### src/hdl/cet_pkg.sv
// Shared types, register codes and latency figures for the cell escape time block.
`timescale 1ns / 1ps

package cet_pkg;

  // Configuration register indexes.
  typedef enum logic [7:0] {
    CFG_ENABLE         = 8'd0,
    CFG_CELL_SIZE      = 8'd1,
    CFG_CELLS_PER_SIDE = 8'd2,
    CFG_TOLERANCE      = 8'd3
  } cfg_index_t;

  localparam int LIMIT_W = 43;  // (cells_per_side - 1) * cell_size
  localparam int THR_W   = 52;  // tolerance * cell_size

  // Grid geometry shared by every axis lane; the user must keep it static while items are in flight (not enforced).
  typedef struct packed {
    logic [31:0]        cell_len;  // cell edge, zero already forced to one LSB
    logic [LIMIT_W-1:0] limit;     // lower face of the last cell
    logic [THR_W-1:0]   thr;       // on-face threshold, scaled by 2^20
  } geom_t;

  localparam int TDIV_STAGES = 32;
  localparam int TIME_LAT    = TDIV_STAGES + 2;

  function automatic int cell_lat(input int max_cells);
    return 1 + $clog2(max_cells);
  endfunction

  // Edges from the accepting edge to the edge that takes the result.
  function automatic int total_lat(input int max_cells);
    return 1 + cell_lat(max_cells) + TIME_LAT + 1;
  endfunction

endpackage

### src/hdl/cet_cell_locate.sv
// Pipelined cell search on one axis: clamps to the last cell, then restoring division.
`timescale 1ns / 1ps

module cet_cell_locate #(
  parameter int QW = 10
) (
  input  logic           clk,
  input  cet_pkg::geom_t geom,
  input  logic [31:0]    pos,
  input  logic [31:0]    vel,
  output logic [31:0]    dlo,
  output logic [31:0]    vel_out
);
  import cet_pkg::*;

  localparam int W = 32 + QW;

  logic [31:0] rem  [0:QW];
  logic        hold [0:QW];
  logic [31:0] velp [0:QW];
  logic        clamp;

  // In or past the last cell: take the distance from the last cell's lower face.
  assign clamp = {{(LIMIT_W-32){1'b0}}, pos} >= geom.limit;

  always_ff @(posedge clk) begin
    rem[0]  <= clamp ? pos - geom.limit[31:0] : pos;
    hold[0] <= clamp;
    velp[0] <= vel;
  end

  for (genvar gi = 0; gi < QW; gi++) begin : g_stage
    localparam int B = QW - 1 - gi;
    logic [W-1:0] sh;
    logic         take;
    assign sh   = {{QW{1'b0}}, geom.cell_len} << B;
    assign take = !hold[gi] && ({{QW{1'b0}}, rem[gi]} >= sh);
    always_ff @(posedge clk) begin
      rem[gi+1]  <= take ? rem[gi] - sh[31:0] : rem[gi];
      hold[gi+1] <= hold[gi];
      velp[gi+1] <= velp[gi];
    end
  end

  assign dlo     = rem[QW];
  assign vel_out = velp[QW];

endmodule

### config.mk
export PLATFORM = sky130hd
export DESIGN_NAME = cet_cell_locate
export DESIGN_NICKNAME = d
export VERILOG_FILES = /design/src/hdl/cet_pkg.sv /design/src/hdl/cet_cell_locate.sv
export SDC_FILE = /design/constraint.sdc
export NUM_CORES = 1
export LEC_CHECK = 0
export ABC_AREA = 0
export BUFFER_PORTS_ARGS = -buffer_cell sky130_fd_sc_hd__buf_2
export CELL_PAD_IN_SITES_DETAIL_PLACEMENT = 1
export CELL_PAD_IN_SITES_GLOBAL_PLACEMENT = 1
export CORE_AREA = 3 3 279 281
export CTS_BUF_LIST = sky130_fd_sc_hd__clkbuf_8 sky130_fd_sc_hd__clkbuf_16
export CTS_CLUSTER_DIAMETER = 100
export DETAILED_ROUTE_END_ITERATION = 8
export DIE_AREA = 0 0 282 284
export GPL_ROUTABILITY_DRIVEN = 0
export PLACE_DENSITY = 0.8
export SLEW_MARGIN = 0
export SYNTH_ARGS = -nofsm -noshare
export SYNTH_HDL_FRONTEND = slang
export SYNTH_SLANG_ARGS = --single-unit
### constraint.sdc
create_clock -name clk -period 3.3 [get_ports clk]
set_input_delay 0.165 -clock clk [delete_from_list [all_inputs] [get_ports clk]]
set_output_delay 0.165 -clock clk [all_outputs]
set_load 0.03 [all_outputs]
Yosys cells after proc, flatten, opt, wreduce, memory -nomap -nowiden
Memory sizes are Yosys's and may differ from the RTL's.
Index checks and enable logic that the tools add are counted.
{"block": "classes", "n_reduce_logical": 20, "n_addsub": 11, "mux": 11, "magnitude_cmp": 11}
{"operator": "32-bit 2-to-1 mux", "count": 11}
{"operator": "32-bit subtractor", "count": 11}
{"operator": "32-bit by 43-bit >= comparator with 1-bit output", "count": 1}
{"operator": "32-bit by 41-bit >= comparator with 1-bit output", "count": 1}
{"operator": "32-bit by 40-bit >= comparator with 1-bit output", "count": 1}
{"operator": "32-bit by 39-bit >= comparator with 1-bit output", "count": 1}
{"operator": "32-bit by 38-bit >= comparator with 1-bit output", "count": 1}
{"operator": "32-bit by 37-bit >= comparator with 1-bit output", "count": 1}
{"operator": "32-bit by 36-bit >= comparator with 1-bit output", "count": 1}
{"operator": "32-bit by 35-bit >= comparator with 1-bit output", "count": 1}
{"operator": "32-bit by 34-bit >= comparator with 1-bit output", "count": 1}
{"operator": "32-bit by 33-bit >= comparator with 1-bit output", "count": 1}
{"operator": "32-bit >= comparator", "count": 1}
{"operator": "1-bit logical AND", "count": 10}
{"operator": "1-bit zero test", "count": 10}
{"block": "totals", "elab_cells": 56, "output_inout_bits": 64, "input_bits": 192, "ram_bits": 715, "register_bits": 0, "mem_count": 3}
{"name": "rem", "words": 11, "width": 32, "rd": 11, "rd_clocked_by_memory_dff": 0, "wr": 11, "line": "cet_cell_locate.sv:18", "text": "logic [31:0] rem [0:QW];"}
{"name": "velp", "words": 11, "width": 32, "rd": 11, "rd_clocked_by_memory_dff": 0, "wr": 11, "line": "cet_cell_locate.sv:20", "text": "logic [31:0] velp [0:QW];"}
{"name": "hold", "words": 11, "width": 1, "rd": 10, "rd_clocked_by_memory_dff": 0, "wr": 11, "line": "cet_cell_locate.sv:19", "text": "logic hold [0:QW];"}

Logic depth before layout (Yosys ltp)
An unclocked memory read counts as a cell.
{"block": "logic_depth", "depth_word": 4, "ltp_mapped": 16, "depth_no_buf": 15}

Least setup slack after synthesis
No wires, ideal clock.
{"block": "synth_path", "path_type": "register to register", "from": "mem rem[2][7]", "to": "mem rem[3][23]", "n_path_buf": 1, "setup_ns": 0.121, "t_arrival_ns": 3.319, "required_time_ns": 3.179, "path_stages_with_launch": 16, "setup_slack_ns": -0.140, "period_less_slack_ns": 3.440, "path_cell_list": "dfxtp_1 > inv_1 > ha_1 > fa_1 > nor2b_1 > o31a_1 > nand2b_1 > a221oi_2 > o41a_2 > o21ai_2 > o221ai_1 > a21oi_1 > a211oi_2 > nor3b_4 > buf_4 > mux2_2"}
{"item": "from (decl)", "line": "cet_cell_locate.sv:18"}

==> metrics.md <==
| Metric | Value |
|---|---|
| DRT iter0 DRCs | 1092 |
| Most common cell in the netlist | dfxtp_1 |
| Die area | 0.0801 sq mm |
| Post-synth EDFFs | 0 |
| Pre-CTS setup slack | -0.469 ns |
| CTS tree | built |
| Max Cap Viol | 0 |
| Die X | 282 um |
| Layout cell share with drive strength beyond 1 | 22.2% |
| Least-Margin Pin Slew | 1.10 ns |
| Worst slew margin | 25.9% |
| Post-route antenna net violation count | 0 |
| Root Driver | clkbuf_16 |
| CP top delay family | compound AO/OA/AOI/OAI gates |
| Setup ws final | -0.239 ns |
| WP data required | 3.80 ns |
| Inst Count DP | 4767 |
| Peak VDD IR | 593 uV |
| Post-synth top cells | 714 x dfxtp_1, 307 x ha_1, 284 x nand2_1 |
| Status | finished, violations left |
| Sequential share of the synthesized area | 44.0% |
| Layout Nets | 4497 |
| Share of the synthesized area in the top cell type | 44.0% |
| Core area | 0.0757 sq mm |
| Flops & latches, synth | 714 |
| Pins Over Slew Limit | 0 |
| Setup-failing EPs final | 61 |
| Clk sinks | 714 |
| IO Port Bufs | 203 |
| Final std cells w/o fill | 5024 |
| Dpl hpwl | 69.6 mm |
| Hold WC Path Type | input port to flop |
| P&R area growth vs syn | 29.0% |
| Fill cells | 8395 |
| Longest Clk Path Bufs | 3 |
| Yosys warnings | 0 |
| Synth cell types | 79 |
| Failing checks | negative setup slack |
| Cell at the slowest stage of the critical path | o41a_2 |
| Final hold viol count | 0 |
| Startpoint types | flop |
| Die Span Y | 284 um |
| Largest net degree at the start of global routing | 51 |
| Drc violations | 0 |
| Global-route wire length before repair | 150 mm |
| Final min period | 3.54 ns |
| Mapped Cells | 3328 |
| Num rows | 101 |
| Avg Cell Area, Syn | 9.77 sq um |
| PwrDens | 619 mW/mm^2 |
| Fmax | 283 MHz |
| Starting density of the core | 43.0% |
| Mapped Area | 0.0325 sq mm |
| Average wire per cell in the routed design | 19.8 um |
| CP Capture Type | flop |
| WP data arrival | 4.04 ns |
| Vias per cell | 5.45 |
| Clk slew on worst S/H paths | 0.06 ns |
| Leak | 19.7 nW |
| Synth Flop Type | dfxtp_1 |
| Total track usage | 23.1% |
| Via count of the first global-routing pass | 29500 |
| Clock latency on the worst-skew pair | 0.66 ns |
| Worst Path Max Fanout | 6 |
| DR pass1 iterations | 5 |
| Grt ovf | 0 |
| Post-synth ARST share | 0% |
| Kind of critical path | flop to flop |
| Buffers plus inverters on the worst setup path | 3 |
| Total CTS buffers | 76 |
| RSZ-0062 raised after global routing | yes |
| Total I/O pin count | 256 |
| Synth area leader | dfxtp_1 |
| Syn_nets | 3838 |
| Initial antenna violation count | 1 |
| Diode count | 0 |
| Vias after detailed routing | 27400 |
| Largest stage delay on the critical path | 0.43 ns |
| H-tree depth | 3 |
| Main area contributors after synthesis | dfxtp_1 44%, ha_1 12%, o21ai_0 4.2% |
| Drt total wl | 99.3 mm |
| Crit-path cells | inv_2, ha_4, fa_2, nor2b_2, o31a_1, nand2b_4, a221oi_4, o41a_2, o21ai_4, o221ai_4, a21oi_2, a211oi_2, nor3b_4, buf_6, clkbuf_16, mux2_4 |
| Fin Clk Skew | 0.0468 ns |
| Final period util | 107% |
[cell usage in the layout, fill, tap and decap left out, types with 39 or more instances in the layout]
master	instances
mux2_4	57
inv_1	152
a21o_1	169
nand2b_1	46
o21ai_0	270
nor2b_1	52
nand3_1	55
nand4_1	39
buf_4	322
dlygate4sd3_1	69
nor3_1	43
buf_2	203
nor2_1	115
a21oi_1	217
xnor2_1	144
xor2_1	113
ha_1	299
nand2_1	284
dfxtp_1	709
clkbuf_16	85
[cell families after synthesis]
group,count (synthesis),share of synthesized area (%)
multiplexers,138,4.73
flip-flops,714,44.0
AO/OA/AOI/OAI,933,18.0
XOR/XNOR,257,6.92
AND/OR/NAND/NOR,758,11.4
buffers and inverters,210,2.55
adder cells (fa/ha/maj),318,12.5
[power by group]
part / internal [W] / switching, W
logic: 0.00314 / 0.00395
registers: 0.00945 / 0.000378
clock network: 0.00528 / 0.00374
[flip-flops by register name, summed over array words and instances (netlist names)]
| signal | count |
|---|---|
| hold | 10 |
| rem | 352 |
| velp | 352 |
[area by class of cell]
| cell class | count | area, sq um | area share [%] |
|---|---|---|---|
| Multi-Input combinational cell | 2404 | 18000 | 43.0 |
| Timing Repair Buffer | 647 | 5120 | 12.2 |
| Tap cell | 978 | 1220 | 2.92 |
| Clock buffer | 91 | 2110 | 5.03 |
| Clock inverter | 46 | 614 | 1.47 |
| Inverter | 144 | 541 | 1.29 |
| Sequential cell | 714 | 14300 | 34.1 |
[path summary, 6_finish.rpt]
kind / startpoint / to / slack [ns] / cells after the start
min: geom[96] / rem[2][9] / 0.05 / 3
min reg2reg: velp[0][28] / velp[1][28] / 0.32 / 0
max: rem[2][7] / rem[3][17] / -0.24 / 16
max reg2reg: rem[2][7] / rem[3][17] / -0.24 / 16
[per-layer routing]
layer	up-vias	global-route usage (%)	wire length, um
li1	13200	-	-
met1	13200	26.2	39800
met2	652	42.9	50600
met3	287	2.99	3270
met4	0	9.97	5600
met5	-	0	0
[tightest hold or removal path: cells and delay by family]
family | cells | cell delay (ns)
muxes | 1 | 0.06
adders and majority gates | 1 | 0.23
buffers and inverters | 1 | 0.21
[stage by stage]
step           area, sq um  setup TNS, ns  hold WS, ns  total power, W  util, %
2_1_floorplan        32500        -0.0547        0.193          0.0143        -
3_3_place_gp         37300         -19.65        0.267          0.0163     49.2
3_5_place_dp         37300         -48.71        0.269          0.0165     49.2
4_1_cts              41000          -6.30       0.0169          0.0258     54.2
5_1_grt              41900         -19.43       0.0805          0.0273     55.4
6_report             41900          -6.82       0.0530          0.0259     55.4
[repair_timing]
action | 4_1_cts | 5_1_grt
endpoints found under the setup margin | 140 | 233
pin swaps | 13 | 27
buffers inserted | 14 | 25
resized for setup | 31 | 130
endpoints found under the hold margin | 65 | 0
cloned | 4 | 11
hold buffers | 69 | 0
No activity file was read; power rests on OpenSTA's default activity.
