==> src/hdl/cet_pkg.sv <==
// Shared types, register codes and latency figures for the cell escape time block.
`timescale 1ns / 1ps

package cet_pkg;

  // Configuration register indexes.
  typedef enum logic [7:0] {
    CFG_ENABLE         = 8'd0,
    CFG_CELL_SIZE      = 8'd1,
    CFG_CELLS_PER_SIDE = 8'd2,
    CFG_TOLERANCE      = 8'd3
  } cfg_index_t;

  localparam int LIMIT_W = 43;  // (cells_per_side - 1) * cell_size
  localparam int THR_W   = 52;  // tolerance * cell_size

  // Grid geometry shared by every axis lane; the user must keep it static while items are in flight (not enforced).
  typedef struct packed {
    logic [31:0]        cell_len;  // cell edge, zero already forced to one LSB
    logic [LIMIT_W-1:0] limit;     // lower face of the last cell
    logic [THR_W-1:0]   thr;       // on-face threshold, scaled by 2^20
  } geom_t;

  localparam int TDIV_STAGES = 32;
  localparam int TIME_LAT    = TDIV_STAGES + 2;

  function automatic int cell_lat(input int max_cells);
    return 1 + $clog2(max_cells);
  endfunction

  // Edges from the accepting edge to the edge that takes the result.
  function automatic int total_lat(input int max_cells);
    return 1 + cell_lat(max_cells) + TIME_LAT + 1;
  endfunction

endpackage

==> src/hdl/cet_time_div.sv <==
// Face test, distance select and pipelined saturating divide for one axis time.
`timescale 1ns / 1ps

module cet_time_div (
  input  logic           clk,
  input  cet_pkg::geom_t geom,
  input  logic [31:0]    dlo,
  input  logic [31:0]    vel,
  output logic [31:0]    t
);
  import cet_pkg::*;

  logic               neg;
  logic [31:0]        mag;
  logic signed [32:0] dhi_s;
  logic [32:0]        dhi_abs;
  logic               near_lo;
  logic               near_hi;
  logic               moving;
  logic               onb;
  logic [31:0]        num;
  logic [31:0]        num_a;
  logic [31:0]        mag_a;

  logic [47:0] rem  [0:TDIV_STAGES];
  logic [31:0] magp [0:TDIV_STAGES];
  logic [31:0] quo  [0:TDIV_STAGES];
  logic        sat  [0:TDIV_STAGES];

  always_comb begin
    neg     = vel[31];
    mag     = neg ? ~vel + 32'd1 : vel;
    dhi_s   = $signed({1'b0, geom.cell_len}) - $signed({1'b0, dlo});
    dhi_abs = dhi_s[32] ? 33'(-dhi_s) : 33'(dhi_s);
    near_lo = {dlo, 20'b0} < geom.thr;
    near_hi = {dhi_abs, 20'b0} < {1'b0, geom.thr};
    moving  = mag != 32'd0;
    onb     = near_lo ? (neg && moving) : (near_hi && !neg && moving);
    if (onb) begin
      num = geom.cell_len;
    end else if (!neg) begin
      num = (!dhi_s[32] && dhi_s != 33'sd0) ? dhi_s[31:0] : 32'd0;
    end else begin
      num = dlo;
    end
  end

  always_ff @(posedge clk) begin
    num_a <= num;
    mag_a <= mag;
  end

  // Quotient of 2^32 or more saturates; zero velocity lands here too.
  always_ff @(posedge clk) begin
    rem[0]  <= {num_a, 16'b0};
    magp[0] <= mag_a;
    quo[0]  <= 32'd0;
    sat[0]  <= {16'b0, num_a} >= {mag_a, 16'b0};
  end

  for (genvar gi = 0; gi < TDIV_STAGES; gi++) begin : g_stage
    localparam int B = TDIV_STAGES - 1 - gi;
    logic [63:0] sh;
    logic        take;
    assign sh   = {32'b0, magp[gi]} << B;
    assign take = {16'b0, rem[gi]} >= sh;
    always_ff @(posedge clk) begin
      rem[gi+1]  <= take ? rem[gi] - sh[47:0] : rem[gi];
      magp[gi+1] <= magp[gi];
      quo[gi+1]  <= {quo[gi][30:0], take};
      sat[gi+1]  <= sat[gi];
    end
  end

  assign t = sat[TDIV_STAGES] ? '1 : quo[TDIV_STAGES];

endmodule

==> config.mk <==
export PLATFORM = sky130hd
export DESIGN_NAME = cet_time_div
export DESIGN_NICKNAME = d
export VERILOG_FILES = /design/src/hdl/cet_pkg.sv /design/src/hdl/cet_time_div.sv
export SDC_FILE = /design/constraint.sdc
export NUM_CORES = 2
export LEC_CHECK = 0
export BUFFER_PORTS_ARGS = -buffer_cell sky130_fd_sc_hd__buf_2
export CORE_UTILIZATION = 45
export DETAILED_ROUTE_END_ITERATION = 8
export GPL_TIMING_DRIVEN = 0
export PLACE_DENSITY = 0.61
export SYNTH_ARGS = -nofsm -noshare
export SYNTH_HDL_FRONTEND = slang
export SYNTH_SLANG_ARGS = --single-unit
==> constraint.sdc <==
create_clock -name clk -period 9.8 [get_ports clk]
set_input_delay 0.49 -clock clk [delete_from_list [all_inputs] [get_ports clk]]
set_output_delay 0.49 -clock clk [all_outputs]
set_load 0.1 [all_outputs]
==> Yosys cells after proc, flatten, opt, wreduce, memory -nomap -nowiden <==
Memory sizes are Yosys's and may differ from the RTL's.
Index checks and enable logic that the tools add are counted.
{ "totals": {"ff_bits": 64, "latch_bits": 0, "mem_bits_rw": 3729, "mem_bits_ro": 0, "inputBits": 192, "out_inout_bits": 32, "n_memories": 4} }
{ "classes": {"add_sub_neg": 35, "multipliers": 0, "n_div": 0, "magnitude_cmp": 35, "n_eq_ne": 0, "shift": 0, "muxes": 39, "n_bitwise": 1, "reduce_logical": 8} }
{ "memory_table": {"columns": ["name", "depth", "width", "read_ports", "rd_clocked_by_memory_dff", "write_ports", "line", "text"], "rows": [
  ["rem", 33, 48, 32, 0, 33, "cet_time_div.sv:25", "logic [47:0] rem [0:TDIV_STAGES];"],
  ["magp", 33, 32, 32, 0, 33, "cet_time_div.sv:26", "logic [31:0] magp [0:TDIV_STAGES];"],
  ["quo", 33, 32, 33, 0, 33, "cet_time_div.sv:27", "logic [31:0] quo [0:TDIV_STAGES];"],
  ["sat", 33, 1, 33, 0, 33, "cet_time_div.sv:28", "logic sat [0:TDIV_STAGES];"]
]} }
{ "op_table": {"columns": ["operator", "n"], "rows": [
  ["two-way mux 48 bit", 32],
  ["subtractor 48 bit", 16],
  ["two-way mux 32 bit", 5],
  [">= comparator 48 x 63 -> 1 bit", 1],
  [">= comparator 48 x 62 -> 1 bit", 1],
  [">= comparator 48 x 61 -> 1 bit", 1],
  [">= comparator 48 x 60 -> 1 bit", 1],
  [">= comparator 48 x 59 -> 1 bit", 1],
  [">= comparator 48 x 58 -> 1 bit", 1],
  [">= comparator 48 x 57 -> 1 bit", 1],
  [">= comparator 48 x 56 -> 1 bit", 1],
  [">= comparator 48 x 55 -> 1 bit", 1],
  [">= comparator 48 x 54 -> 1 bit", 1],
  [">= comparator 48 x 53 -> 1 bit", 1],
  ["less-than comparator 53 x 52 -> 1 bit", 1],
  [">= comparator 48 x 52 -> 1 bit", 1],
  ["less-than comparator 52 bit", 1],
  [">= comparator 48 x 51 -> 1 bit", 1],
  [">= comparator 48 x 50 -> 1 bit", 1],
  [">= comparator 48 x 49 -> 1 bit", 1],
  [">= comparator 32 x 48 -> 1 bit", 1],
  [">= comparator 48 x 32 -> 1 bit", 1],
  [">= comparator 48 x 33 -> 1 bit", 1],
  [">= comparator 48 x 34 -> 1 bit", 1],
  ["40 further kinds", 44]
]} }

==> Logic depth before layout (Yosys ltp) <==
{ "logic_depth": {"depth_word": 8, "mapped_depth": 30} }

==> Least setup slack after synthesis <==
OpenSTA, ideal clock, no wires.
{ "synth_path": {"path_type": "input port to flip-flop", "from": "in geom[95] in the netlist's numbering", "to": "reg num_a[10]", "setup_time_ps": 121, "t_arrival_ps": 5926, "required_ps": 9679, "path_slack_ps": 3753, "path_stages": 29, "n_path_buf": 2, "path_cell_list": "inv_1 -> ha_1 -> inv_1 -> fa_1 -> a211oi_1 -> o21a_1 -> nor4_1 -> a21oi_1 -> a31oi_1 -> a31oi_1 -> o21ai_0 -> a21oi_1 -> clkbuf_1 -> o21ai_0 -> xnor2_1 -> ha_1 -> a21oi_1 -> nor3_1 -> nor3_1 -> o2111ai_1 -> a41oi_1 -> nor4_1 -> a2111oi_0 -> o21ai_0 -> a21oi_1 -> o2111ai_1 -> a21oi_2 -> buf_6 -> mux2_4"} }
{ "synth_between": {"elab_chain_cells": 8, "word_cells_on_any_way": 13, "classes_between": "2 x add/sub; 1 x order compare; 5 x mux; 5 x reduce/logical"} }
{ "synth_rtl": {"columns": ["item", "line", "text"], "rows": [
  ["from (decl)", "cet_time_div.sv:6", "input cet_pkg::geom_t geom,"],
  ["subtractor 32 x 32 -> 33 bit (*)", "cet_time_div.sv:33", "dhi_s = $signed({1'b0, geom.cell_len}) - $signed({1'b0, dlo});"],
  ["negation 33 bit", "cet_time_div.sv:34", "dhi_abs = dhi_s[32] ? 33'(-dhi_s) : 33'(dhi_s);"],
  ["two-way mux 33 bit", "cet_time_div.sv:34", null],
  ["less-than comparator 53 x 52 -> 1 bit", "cet_time_div.sv:36", "near_hi = {dhi_abs, 20'b0} < {1'b0, geom.thr};"],
  ["logical AND 1 bit (2 in series)", "cet_time_div.sv:38", "onb = near_lo ? (neg && moving) : (near_hi && !neg && moving);"],
  ["two-way mux 1 bit", "cet_time_div.sv:38", null],
  ["two-way mux 32 bit (*)", "cet_time_div.sv:39", "if (onb) begin"],
  ["via num[10]", "cet_time_div.sv:21", "logic [31:0] num;"],
  ["to (signal assigned)", "cet_time_div.sv:49", "num_a <= num;"],
  ["to (decl)", "cet_time_div.sv:22", "logic [31:0] num_a;"]
]} }
Mark *: on every way through the listed nets, which the timed path passes. The rest lies on a longest branch.

==> Worst setup path in the final report <==
{ "layout_path": {"from": "in geom[95] in the netlist's numbering", "to": "reg num_a[24]"} }
The elaborated chain is that of the path after synthesis.

==> out/qor.yml <==
synth_ff_type: "dfxtp_1"
slew_headroom: 0.109
final.period_utilization: 0.933
die_w_um: 514
avgSynthCellArea_um2: 9.51
cts_tree: "built"
clk_pin_slew_ns: 0.06
seq_area_frac_synth: 0.473
ys_ff_latch: 2793
clk_latency_ns: 0.90
first_global_vias: 87400
hp-class: "input pin to flop"
core_mm2: 0.260
overflow: 0
criticalPathCategory: "input pin to flop"
drt_iter0_markers: 5841
hold_viol: 0
outcome: "finished, final reports clean"
die_h_um: 514
place.gp.congestion: 0.941
dr_total_vias: 88000
synth.most_common_cell: "dfxtp_1"
skew_ns: 0.0602
use_met2: 0.403
htreeDepth: 5
setup_violations: 0
fmax_mhz: 109
synthDistinctLibCells: 94
cts_made_buffers: 297
grt_max_degree: 16
synthArstFlopShare: 0
max_stage_delay_ns: 0.61
synth_common_cells: "2793 x dfxtp_1, 1281 x inv_1, 1017 x ha_1"
crit_required_ns: 10.55
dieArea_mm2: 0.265
clockBufferDepth: 4
rows: 187
setup_ws_ns: 0.652
cp-start-kind: "input pin"
worstPathArrival_ns: 9.90
drv_slew: 0
crit_fanout: 10
postSynthCellCount: 12400
wirelength_um: 317000
leakagePower_nw: 61.6
rsz0062_at_grt: "no"
pin_count: 224
crit_slowest_cell: "a2111oi_0"
grt_busiest_layer: "met2"
grt_util_met1: 0.303
place.detailed.hpwl_um: 253000
wl_per_cell_um: 19.0
grt_use_met3: 0.0297
via_per_inst: 5.25
ir_drop_uv: 209
whs_ns: 0.0782
setup-tns-final_ns: 0
p_per_area_mw_per_mm2: 337
initial_core_util: 0.454
synth_top_area_cell: "dfxtp_1"
finalPower_w: 0.0454
drc_errors: 0
dr.pass1.iters: 6
min_period_ns: 9.15
antenna_found_initial: 15
clock-root-buffer: "clkbuf_16"
maxCapViolations: 0
tightest_slew_ns: 1.33
drtAntennaViolNets: 0
syn_to_final_growth_pct: 14.0
layout-drive-gt1-share: 0.0767
grtUsageTotal: 0.235
grt_pass1_wl_um: 491000
synth_top_area_share: 0.473
end_kind: "flop"
fin_nets: 14200
synth_fp_nets: 13700
cts_sinks: 2793
yosys_warnings: 0
netlist_area_mm2: 0.118
pre_cts_ws_ns: 0.416
port_buffers: 179
synth_edf_count: 0
synth_area_leaders: "dfxtp_1 47%, ha_1 11%, xnor2_1 4.1%, inv_1 4.1%, o21ai_0 3.9%"
==> layout by cell type (no fill, tap or decap), drive strengths merged, types with 61 or more instances in the layout <==
| cell | instances |
|---|---|
| buf | 206 |
| nor2 | 630 |
| nor2b | 150 |
| o21bai | 104 |
| xnor2 | 552 |
| dlygate4sd3 | 83 |
| o31ai | 114 |
| nor3 | 165 |
| mux2 | 203 |
| inv | 1294 |
| nand2 | 1001 |
| clkinv | 68 |
| dfxtp | 2793 |
| a211oi | 61 |
| nand3 | 157 |
| o21a | 100 |
| ha | 1017 |
| nand2b | 149 |
| a21o | 460 |
| clkbuf | 609 |
| nor4 | 118 |
| a31oi | 75 |
| o21ai | 950 |
| nand4 | 171 |
| a21oi | 809 |
| xor2 | 356 |
| or2 | 80 |
==> state kept, by name, indices dropped and copies added, names as in the netlist <==
register,flops
magp,1024
mag_a,32
rem,1144
num_a,32
quo,528
sat,33
==> where the power goes <==
part | total (W) | switching (W) | internal (W)
combinational | 0.0177 | 0.0101 | 0.00764
clock | 0.0117 | 0.00464 | 0.00702
sequential | 0.0161 | 0.00191 | 0.0142
total | 0.0454 | 0.0166 | 0.0288
==> worst max-delay path, delay by kind of cell <==
family,cells,cell delay [ns]
and+or+nand+nor,4,0.50
xor gates and xnor gates,1,0.25
buffers and inverters,7,2.17
muxes,1,0.32
AOI/OAI and AO/OA,16,5.27
adders and majority gates,3,0.87
==> final cells by class <==
class / count / area, µm²
Multi-Input combinational cell: 8112 / 56500
Tap cell: 3496 / 4370
Clock buffer: 400 / 8480
Sequential cell: 2793 / 55900
Inverter: 1283 / 4820
Clock inverter: 142 / 1860
Antenna cell: 17 / 42.5
Fill cell: 23800 / 126000
Timing Repair Buffer: 267 / 1760
Buffer: 231 / 898
==> cells by family (layout without fill, tap and decap cells) <==
logic type / count (synthesis) / after routing / share of synthesized area
flip-flops: 2793 / 2793 / 0.473
buffers and inverters: 1514 / 2323 / 0.0484
AO/OA/AOI/OAI: 3036 / 3036 / 0.158
XOR/XNOR: 908 / 908 / 0.0673
AND/OR/NAND/NOR: 2897 / 2897 / 0.118
multiplexers: 222 / 222 / 0.0219
adder cells (fa/ha/maj): 1049 / 1049 / 0.113
other: 0 / 17 / 0
==> routing by layer <==
metal	vias to the layer above	routed length [µm]	share of wire
met5	-	22	0.000069
met4	4	10500	0.033
met3	533	14900	0.047
met2	2165	150000	0.47
met1	41400	142000	0.45
li1	43800	-	-
==> stage by stage <==
| stage | util | area, µm² | instances |
|---|---|---|---|
| detailed placement | 0.474 | 123000 | 16100 |
| floorplan | - | 118000 | 12400 |
| global placement | 0.474 | 123000 | 16100 |
| CTS | 0.517 | 135000 | 16700 |
| finish | 0.517 | 135000 | 16700 |
| global route | 0.517 | 135000 | 16700 |
==> final timing paths <==
check	from	to	slack, ns	depth (start not counted)
worst max-delay path	geom[95]	num_a[24]$_DFF_P_	0.65	32
worst min register to register	mag_a[14]$_DFF_P_	magp[0][14]$_DFF_P_	0.31	0
worst max register to register	magp[0][577]$_DFF_P_	rem[0][954]$_DFF_P_	3.81	17
worst min-delay path	dlo[12]	num_a[12]$_DFF_P_	0.08	4
==> timing repair <==
| action | 4_1_cts | 5_1_grt |
|---|---|---|
| endpoints found under the hold margin | 64 | 0 |
| hold buffers | 83 | 0 |
| setup endpoints to repair | 0 | 7 |
| buffers inserted | 0 | 0 |
| gates resized for setup | 0 | 1 |
Power figures use the tool's default switching activity.
